`src/design/hevc_access_unit_splitter_assert.svh`:
```
// ----------------------------------------------------------------------------
// Assertion macros for the HEVC access unit splitter
// Concurrent check forms for the splitter RTL, clocked on clk and
// disabled while rst_n is low.
// ----------------------------------------------------------------------------
`ifndef HEVC_ACCESS_UNIT_SPLITTER_ASSERT_SVH
`define HEVC_ACCESS_UNIT_SPLITTER_ASSERT_SVH

// Same-cycle implication.
`define HEVCAUS_ASSERT_NOW(label, ante, cons, msg) \
    label: assert property (@(posedge clk) disable iff (!rst_n) (ante) |-> (cons)) \
        else $error(msg);

// Next-cycle implication.
`define HEVCAUS_ASSERT_NEXT(label, ante, cons, msg) \
    label: assert property (@(posedge clk) disable iff (!rst_n) (ante) |=> (cons)) \
        else $error(msg);

`endif

```
`src/design/hevcaus_pkg.sv`:
```
`timescale 1ns / 1ps
// ----------------------------------------------------------------------------
// hevcaus_pkg
// Types and constants shared by the access unit splitter files.
// ----------------------------------------------------------------------------
package hevcaus_pkg;

    localparam int DELAY_DEPTH = 4;
    localparam int MAX_RESULTS = 5;

    localparam logic [5:0] VCL_MAX   = 6'd31;
    localparam logic [5:0] IRAP_MIN  = 6'd16;
    localparam logic [5:0] IRAP_MAX  = 6'd23;
    localparam logic [7:0] TYPE_MASK = 8'h3F;

    localparam logic [7:0] SC_ZERO = 8'h00;
    localparam logic [7:0] SC_ONE  = 8'h01;

    // Delay line plus unit tracking; q[0] is the oldest byte, the line is
    // right aligned so the newest held byte always sits at q[DELAY_DEPTH-1].
    typedef struct packed {
        logic [DELAY_DEPTH-1:0][7:0] q;
        logic [2:0]                  fill;
        logic                        seen_start;
        logic                        has_vcl;
        logic                        keyframe;
    } state_t;

    typedef struct packed {
        logic [7:0] out_byte;
        logic       unit_last;
        logic       is_keyframe;
        logic       drop_unit;
    } result_t;

endpackage

```
`src/design/hevcaus_in_if.sv`:
```
`timescale 1ns / 1ps
// ----------------------------------------------------------------------------
// hevcaus_in_if
// Input byte channel: valid/ready handshake with one stream byte per word.
// ----------------------------------------------------------------------------
interface hevcaus_in_if;
    logic       valid;
    logic       ready;
    logic [7:0] data_byte;
    logic       stream_end;

    modport source (output valid, output data_byte, output stream_end, input ready);
    modport sink   (input valid, input data_byte, input stream_end, output ready);
endinterface

```
`src/design/hevcaus_out_if.sv`:
```
`timescale 1ns / 1ps
// ----------------------------------------------------------------------------
// hevcaus_out_if
// Output channel: one access unit byte with its boundary flags per word.
// ----------------------------------------------------------------------------
interface hevcaus_out_if;
    logic       valid;
    logic       ready;
    logic [7:0] out_byte;
    logic       unit_last;
    logic       is_keyframe;
    logic       drop_unit;

    modport source (output valid, output out_byte, output unit_last,
                    output is_keyframe, output drop_unit, input ready);
    modport sink   (input valid, input out_byte, input unit_last,
                    input is_keyframe, input drop_unit, output ready);
endinterface

```
`src/design/hevc_access_unit_splitter.sv`:
```
`timescale 1ns / 1ps
`include "hevc_access_unit_splitter_assert.svh"
// ----------------------------------------------------------------------------
// hevc_access_unit_splitter
// Splits an HEVC Annex-B byte stream into access units with boundary flags.
// ----------------------------------------------------------------------------
// Usage:
//   stream carries one elementary stream byte per word, with stream_end set
//   on the final byte. units returns the bytes that belong to access units;
//   unit_last marks the final byte of each unit and carries is_keyframe and
//   drop_unit on that byte only.
// Throughput: one byte per clock. Each accepted byte yields at most one word,
//   except the final byte, whose flush of the four-byte delay line yields up
//   to four more; the input pauses only while the five-word result queue
//   lacks room for the held byte's words.
// Path: the words a byte causes reach units through the input register and
//   then the result queue; a byte itself leaves once four younger bytes have
//   arrived, or at the flush.
// Reset: the delay line and unit flags are cleared and the input register and
//   result queue are emptied; the first accepted byte starts a fresh stream.
//   After a flush the line fill and unit flags are cleared in the same way.
// Stall: a low units.ready holds the head word; once the held byte's words
//   no longer fit in the queue, stream.ready drops until words are taken.
// ----------------------------------------------------------------------------
module hevc_access_unit_splitter (
    input  logic                 clk,
    input  logic                 rst_n,
    hevcaus_in_if.sink           stream,
    hevcaus_out_if.source        units
);

    localparam int         NRES     = hevcaus_pkg::MAX_RESULTS;
    localparam logic [3:0] NRES_CNT = 4'(hevcaus_pkg::MAX_RESULTS);

    // Input register.
    logic       held_valid_reg;
    logic [7:0] held_byte_reg;
    logic       held_end_reg;

    // Parse state.
    hevcaus_pkg::state_t st_reg;
    hevcaus_pkg::state_t st_next;

    // Step results.
    hevcaus_pkg::result_t [NRES-1:0] res_step;
    logic [2:0]                      k_step;

    // Result queue, head at entry 0.
    hevcaus_pkg::result_t rq_reg  [NRES];
    hevcaus_pkg::result_t rq_next [NRES];
    logic [2:0]           cnt_reg;
    logic [2:0]           cnt_next;

    logic       fire;
    logic       pop;
    logic [2:0] base;
    logic [2:0] slot;

    hevcaus_step u_step (
        .cur        (st_reg),
        .data_byte  (held_byte_reg),
        .stream_end (held_end_reg),
        .nxt        (st_next),
        .res        (res_step),
        .count      (k_step)
    );

    // Process the held byte only when all of its words fit in the queue; the
    // check ignores this cycle's pop so units.ready never reaches stream.ready.
    assign fire = held_valid_reg && (({1'b0, cnt_reg} + {1'b0, k_step}) <= NRES_CNT);
    assign pop  = units.valid && units.ready;

    assign stream.ready = !held_valid_reg || fire;

    assign units.valid       = cnt_reg != 3'd0;
    assign units.out_byte    = rq_reg[0].out_byte;
    assign units.unit_last   = rq_reg[0].unit_last;
    assign units.is_keyframe = rq_reg[0].is_keyframe;
    assign units.drop_unit   = rq_reg[0].drop_unit;

    // Shift the queue down on pop, then append new words behind the survivors.
    always_comb
    begin
        base = cnt_reg - {2'b00, pop};
        for (int i = 0; i < NRES; i++)
        begin
            slot = 3'(i) - base;
            if (3'(i) < base)
                rq_next[i] = pop ? rq_reg[3'(i) + 3'(pop)] : rq_reg[i];
            else if (fire && (slot < k_step))
                rq_next[i] = res_step[slot];
            else
                rq_next[i] = rq_reg[i];
        end
        cnt_next = base + (fire ? k_step : 3'd0);
    end

    always_ff @(posedge clk or negedge rst_n)
    begin
        if (!rst_n)
        begin
            held_valid_reg <= 1'b0;
            cnt_reg        <= 3'd0;
            st_reg         <= '0;
        end
        else
        begin
            if (stream.valid && stream.ready)
                held_valid_reg <= 1'b1;
            else if (fire)
                held_valid_reg <= 1'b0;
            cnt_reg <= cnt_next;
            if (fire)
                st_reg <= st_next;
        end
    end

    always_ff @(posedge clk)
    begin
        if (stream.valid && stream.ready)
        begin
            held_byte_reg <= stream.data_byte;
            held_end_reg  <= stream.stream_end;
        end
        for (int i = 0; i < NRES; i++)
            rq_reg[i] <= rq_next[i];
    end

    `HEVCAUS_ASSERT_NOW(a_queue_bound, 1'b1, cnt_reg <= 3'(NRES),
        "result queue overfilled")
    `HEVCAUS_ASSERT_NEXT(a_flush_clears, fire && held_end_reg,
        (st_reg.fill == 3'd0) && !st_reg.seen_start && !st_reg.has_vcl,
        "flush left parse state behind")
    `HEVCAUS_ASSERT_NOW(a_drop_on_last, units.valid && units.drop_unit,
        units.unit_last, "drop flag off a last byte")
    `HEVCAUS_ASSERT_NOW(a_drop_not_key, units.valid && units.drop_unit,
        !units.is_keyframe, "dropped unit marked keyframe")

endmodule

```
`src/design/hevcaus_step.sv`:
```
`timescale 1ns / 1ps
// ----------------------------------------------------------------------------
// hevcaus_step
// Per-byte parse step: start code detect, unit close, delay line advance and
// end-of-stream flush list.
// ----------------------------------------------------------------------------
module hevcaus_step (
    input  hevcaus_pkg::state_t                                cur,
    input  logic [7:0]                                         data_byte,
    input  logic                                               stream_end,
    output hevcaus_pkg::state_t                                nxt,
    output hevcaus_pkg::result_t [hevcaus_pkg::MAX_RESULTS-1:0] res,
    output logic [2:0]                                         count
);

    localparam logic [2:0] FULL = 3'(hevcaus_pkg::DELAY_DEPTH);

    logic [7:0]          hdr_shift;
    logic [5:0]          hdr_type;
    logic                start;
    logic                vcl;
    logic                irap;
    logic                emit;
    logic                close;
    hevcaus_pkg::result_t step_res;
    hevcaus_pkg::state_t  adv;
    logic                code_tail;
    logic [1:0]          fs;
    logic [2:0]          fc;
    logic [1:0]          idx;
    hevcaus_pkg::result_t [hevcaus_pkg::DELAY_DEPTH-1:0] fl;

    always_comb
    begin
        hdr_shift = data_byte >> 1;
        hdr_type  = hdr_shift[5:0] & hevcaus_pkg::TYPE_MASK[5:0];
        start     = (cur.fill >= 3'd3) && (cur.q[1] == hevcaus_pkg::SC_ZERO)
                    && (cur.q[2] == hevcaus_pkg::SC_ZERO)
                    && (cur.q[3] == hevcaus_pkg::SC_ONE);
        vcl       = hdr_type <= hevcaus_pkg::VCL_MAX;
        irap      = hdr_type inside {[hevcaus_pkg::IRAP_MIN:hevcaus_pkg::IRAP_MAX]};

        // Oldest byte leaves once the line is full and a unit is open.
        emit  = (cur.fill == FULL) && cur.seen_start;
        close = start && vcl && cur.has_vcl;

        step_res.out_byte    = cur.q[0];
        step_res.unit_last   = close;
        step_res.is_keyframe = close && cur.keyframe;
        step_res.drop_unit   = 1'b0;

        // Advance the delay line and unit flags.
        adv.q[0]       = cur.q[1];
        adv.q[1]       = cur.q[2];
        adv.q[2]       = cur.q[3];
        adv.q[3]       = data_byte;
        adv.fill       = (cur.fill == FULL) ? FULL : cur.fill + 3'd1;
        adv.seen_start = cur.seen_start || start;
        adv.has_vcl    = close ? 1'b0 : cur.has_vcl;
        adv.keyframe   = close ? 1'b0 : cur.keyframe;
        if (start && vcl)
        begin
            adv.has_vcl  = 1'b1;
            adv.keyframe = adv.keyframe || irap;
        end

        // Flush list: everything held, or only a trailing start code when the
        // stream never opened a unit.
        code_tail = (adv.fill >= 3'd3) && (adv.q[1] == hevcaus_pkg::SC_ZERO)
                    && (adv.q[2] == hevcaus_pkg::SC_ZERO)
                    && (adv.q[3] == hevcaus_pkg::SC_ONE);
        if (adv.seen_start)
        begin
            fs = 2'(FULL - adv.fill);
            fc = adv.fill;
        end
        else if (code_tail)
        begin
            fs = 2'd1;
            fc = 3'd3;
        end
        else
        begin
            fs = 2'd0;
            fc = 3'd0;
        end

        for (int i = 0; i < hevcaus_pkg::DELAY_DEPTH; i++)
        begin
            idx                  = fs + 2'(i);
            fl[i].out_byte       = adv.q[idx];
            fl[i].unit_last      = (fc != 3'd0) && (3'(i) == fc - 3'd1);
            fl[i].is_keyframe    = fl[i].unit_last && adv.keyframe;
            fl[i].drop_unit      = fl[i].unit_last && !adv.has_vcl;
        end

        // Step word first when a byte leaves the line, then the flush list.
        if (emit)
            res = {fl, step_res};
        else
            res = {hevcaus_pkg::result_t'('0), fl};

        count = {2'b00, emit} + (stream_end ? fc : 3'd0);

        nxt = adv;
        if (stream_end)
        begin
            nxt.fill       = 3'd0;
            nxt.seen_start = 1'b0;
            nxt.has_vcl    = 1'b0;
            nxt.keyframe   = 1'b0;
        end
    end

endmodule
```
`src/flat_wrapper.sv`:
```
// flat-port wrapper written by rule: the top's interface ports become plain ports
module hevc_access_unit_splitter_flat 
  (clk, rst_n, stream_valid, stream_data_byte, stream_stream_end, stream_ready, units_valid, units_out_byte, units_unit_last, units_is_keyframe, units_drop_unit, units_ready);
  hevcaus_in_if stream_i ();
  hevcaus_out_if units_i ();
  input  logic clk;
  input  logic rst_n;
  input wire logic [$bits(stream_i.valid)-1:0] stream_valid;
  input wire logic [$bits(stream_i.data_byte)-1:0] stream_data_byte;
  input wire logic [$bits(stream_i.stream_end)-1:0] stream_stream_end;
  output wire logic [$bits(stream_i.ready)-1:0] stream_ready;
  output wire logic [$bits(units_i.valid)-1:0] units_valid;
  output wire logic [$bits(units_i.out_byte)-1:0] units_out_byte;
  output wire logic [$bits(units_i.unit_last)-1:0] units_unit_last;
  output wire logic [$bits(units_i.is_keyframe)-1:0] units_is_keyframe;
  output wire logic [$bits(units_i.drop_unit)-1:0] units_drop_unit;
  input wire logic [$bits(units_i.ready)-1:0] units_ready;
  assign stream_i.valid = stream_valid;
  assign stream_i.data_byte = stream_data_byte;
  assign stream_i.stream_end = stream_stream_end;
  assign stream_ready = stream_i.ready;
  assign units_valid = units_i.valid;
  assign units_out_byte = units_i.out_byte;
  assign units_unit_last = units_i.unit_last;
  assign units_is_keyframe = units_i.is_keyframe;
  assign units_drop_unit = units_i.drop_unit;
  assign units_i.ready = units_ready;
  hevc_access_unit_splitter u_core (.clk(clk), .rst_n(rst_n), .stream(stream_i), .units(units_i));
endmodule
```
`config.mk`:
```
export PLATFORM = sky130hd
export DESIGN_NAME = hevc_access_unit_splitter_flat
export DESIGN_NICKNAME = d
export VERILOG_FILES = /design/src/design/hevcaus_pkg.sv /design/src/design/hevcaus_in_if.sv /design/src/design/hevcaus_out_if.sv /design/src/design/hevc_access_unit_splitter.sv /design/src/design/hevcaus_step.sv /design/src/flat_wrapper.sv
export VERILOG_INCLUDE_DIRS = /design/src /design/src/design
export SDC_FILE = /design/constraint.sdc
export NUM_CORES = 1
export LEC_CHECK = 0
export BUFFER_PORTS_ARGS = -buffer_cell sky130_fd_sc_hd__clkbuf_2
export CORE_UTILIZATION = 65
export DETAILED_ROUTE_END_ITERATION = 6
export HOLD_SLACK_MARGIN = 0.12
export PLACE_DENSITY = 0.83
export SYNTH_ARGS = -nofsm -noshare
export SYNTH_HDL_FRONTEND = slang
export SYNTH_HIERARCHICAL = 1
export SYNTH_SLANG_ARGS = --single-unit
export TNS_END_PERCENT = 30
```
`constraint.sdc`:
```
create_clock -name clk -period 7 [get_ports clk]
set_input_delay 0.7 -clock clk [delete_from_list [all_inputs] [get_ports clk]]
set_output_delay 0.7 -clock clk [all_outputs]
set_load 0.02 [all_outputs]
```
==> flow_metrics.env <==
export IMPL_status="finished clean"
export IMPL_seq_area_frac_synth=0.374
export IMPL_cp_max_fo=44
export IMPL_vdd_drop_max_v=0.000340
export IMPL_drive_gt1_frac=0.243
export IMPL_routed_wl_um=16700
export IMPL_synth_enable_flop_cells=64
export IMPL_synth_common_cells="edfxtp_1, nand2_1, nor2_1, dfrtp_1, mux2i_1"
export IMPL_synth_cell_types=59
export IMPL_power_switching_w=0.00198
export IMPL_arrival_ns=5.81
export IMPL_cts_tree="done"
export IMPL_synthTopCellsByArea="edfxtp_1, dfrtp_1, mux4_2, mux2_4, mux2i_1"
export IMPL_wire_per_inst_um=20.1
export IMPL_yosysMostFrequentCell="edfxtp_1"
export IMPL_finalSetupViolations=0
export IMPL_worstSetupEndpointType="register"
export IMPL_power_share_clock=0.103
export IMPL_p_int_w=0.00262
export IMPL_post_cts_resized=0
export IMPL_synth_cells=720
export IMPL_setup_tns_final_ns=0
export IMPL_switching_share=0.430
export IMPL_drtIter0Drc=672
export IMPL_finalHoldViolations=0
export IMPL_area_growth_syn_to_layout_pct=1.54
export IMPL_cts_buffers=9
export IMPL_p_per_area_nw_per_um2=570
export IMPL_max_stage_delay_ns=1.06
export IMPL_die_area_um2=12700
export IMPL_root_buffer="clkbuf_16"
export IMPL_synth_compound_area_share=0.131
export IMPL_ys_warn_count=6
export IMPL_synth_nets=758
export IMPL_placement_io_buffers=25
export IMPL_place_area_um2=7800
export IMPL_p_leak_nw=3.10
export IMPL_grt_pass1_wl_um=27700
export IMPL_synth_fa_ha_area_frac=0.0412
export IMPL_min_period_ns=5.84
export IMPL_core_um2=12000
export IMPL_hpwl_um=12200
export IMPL_timing_hold_ws_ns=0.518
export IMPL_cap_violations=0
export IMPL_synth_top_family_by_area="multiplexers"
export IMPL_max_slew_margin_rel=0.256
export IMPL_antenna_found_initial=0
export IMPL_cp_cell_sequence="inv_1 > ha_1 > nand2_1 > nand2_1 > inv_1 > ha_1 > nor2_1 > o32a_1 > o21ai_2 > buf_4 > and2_1 > ha_1 > ha_1 > fa_1 > xor2_1 > a221oi_2 > nand2_4 > o2bb2ai_1"
export IMPL_drtAntennaViolNets=0
export IMPL_required_ns=6.97
export IMPL_fmax_mhz=171
export IMPL_post_cts_setup_buffers=0
export IMPL_grt_start_max_net_pins=83
export IMPL_yosys_area_share_simple=0.114
export IMPL_htree_levels=3
export IMPL_die_w_um=113
export IMPL_nets=717
export IMPL_std_cell_rows=40
export IMPL_grt_pass1_vias=5266
export IMPL_start_util=0.665
export IMPL_comb_power_share=0.597
export IMPL_ys_seq_elements=106
export IMPL_drc=0
export IMPL_yosys_area_top_type="edfxtp_1"
export IMPL_firstDrtPassIters=5
export IMPL_rsz0062_at_grt="no"
export IMPL_synthFlopType="edfxtp_1"
export IMPL_cts_buffer_depth=2
export IMPL_clock_latency_ns=0.35
export IMPL_syn_avg_cell_area_um2=11.0
export IMPL_pre_cts_ws_ns=1.23
export IMPL_via_count=5613
export IMPL_hp_class="input port to register"
export IMPL_num_io_pins=26
export IMPL_synth_async_reset_ratio=0.396
export IMPL_synthMuxAreaShare=0.249
export IMPL_critPathMostFrequentCell="ha_1"
export IMPL_netlist_area_leader_share=0.242
export IMPL_worstSetupPathType="register to register"
export IMPL_die_height_um=113
export IMPL_place_congestion=0.858
export IMPL_holdBufCountCts=0
export IMPL_fin_crit_sh=0.834
export IMPL_cpMaxStageDelayCell="o2bb2ai_1"
export IMPL_synth_xor_area_frac=0.0112
export IMPL_worst_pin_slew_ns=1.12
export IMPL_track_usage=0.280
export IMPL_worst_slack_ns=1.16
export IMPL_p_seq_frac=0.301
export IMPL_viasPerCell=6.75
export IMPL_slew_violations=0
export IMPL_p_total_w=0.00460
export IMPL_fillCellCount=833
export IMPL_grt_overflow_total=0
export IMPL_netlist_area_um2=7950
export IMPL_start_kind="register"
export IMPL_n_antenna_cell=0
export IMPL_final_area_um2=8070
export IMPL_clkTransAtPathRegs_ns=0.07
export IMPL_finClkSkew_ns=0.00493
export IMPL_cts_num_sinks=106
export IMPL_largest_reg_flops=55
[cells in the final DEF (no fill, tap or decap), types with 16 or more instances in the layout]
cell and n:
a211oi_1 20, a21oi_1 31, a221oi_1 16, clkbuf_2 25, dfrtp_1 42, edfxtp_1 64, ha_1 22, inv_1 22
mux2_2 31, mux2_4 34, mux2i_1 38, mux4_2 33, nand2_1 60, nor2_1 52, nor2b_1 23, nor3_1 17
o21ai_0 23
[worst max-delay path, delay by kind of cell (launching register included)]
kind	cells	cell delay, ns
XOR/XNOR	1	0.16
AND/OR/NAND/NOR	5	1.01
flip-flops	1	0.40
buffers and inverters	3	0.56
adder cells (fa/ha/maj)	5	1.36
AO/OA/AOI/OAI	4	1.96
[through the flow]
stage | instances | util
after global routing | 831 | 0.675
after global placement | 815 | 0.652
after detailed placement | 815 | 0.652
after floorplan | 720 | -
final | 831 | 0.675
after CTS | 831 | 0.675
[power groups by stage]
stage	sequential [W]	combinational, W	clock, W
floorplan	0.00134	0.00233	0
global placement	0.00136	0.00259	0
detailed placement	0.00139	0.00272	0
CTS	0.00138	0.00273	0.000481
global route	0.00143	0.00298	0.000508
finish	0.00138	0.00275	0.000474
[final timing paths]
kind	slack, ns	cells past startpoint	end	startpoint
min in group asynchronous	0.53	1	u_core/st_reg[35]$_DFFE_PN0P_	rst_n
worst max register to register	1.16	18	u_core/rq_reg[1][5]$_DFFE_PP_	u_core/st_reg[3]$_DFFE_PN0P_
worst min-delay path	0.52	1	u_core/held_end_reg$_DFFE_PP_	stream_stream_end
worst max-delay path	1.16	18	u_core/rq_reg[1][5]$_DFFE_PP_	u_core/st_reg[3]$_DFFE_PN0P_
worst min register to register	0.53	1	u_core/st_reg[13]$_DFFE_PN0P_	u_core/st_reg[13]$_DFFE_PN0P_
max in group asynchronous	5.80	1	u_core/cnt_reg[1]$_DFF_PN0_	rst_n
[area by class of cell]
cell class / count / area (um^2) / area share
Tap cell: 147 / 184 / 0.0228
Clock buffer: 9 / 225 / 0.0279
Timing Repair Buffer: 32 / 178 / 0.0220
Clock inverter: 7 / 51.3 / 0.00635
Inverter: 23 / 86.3 / 0.0107
Sequential cell: 106 / 2970 / 0.368
Multi-Input combinational cell: 507 / 4380 / 0.542
[cells by family (layout without fill, tap and decap cells)]
logic type	count (synthesis)	after routing
simple gates	190	190
compound gates	148	148
mux	136	136
buf+inv	107	71
flops	106	106
fa+ha+maj	25	25
xor+xnor	8	8
[layer usage]
metal | track usage | vias to the layer above | share of wire
met5 | 0 | - | 0
met4 | 0.108 | 0 | 0.024
met3 | 0.0335 | 37 | 0.057
met2 | 0.439 | 245 | 0.46
met1 | 0.402 | 2713 | 0.46
li1 | - | 2618 | -
Power figures use the tool's default switching activity.
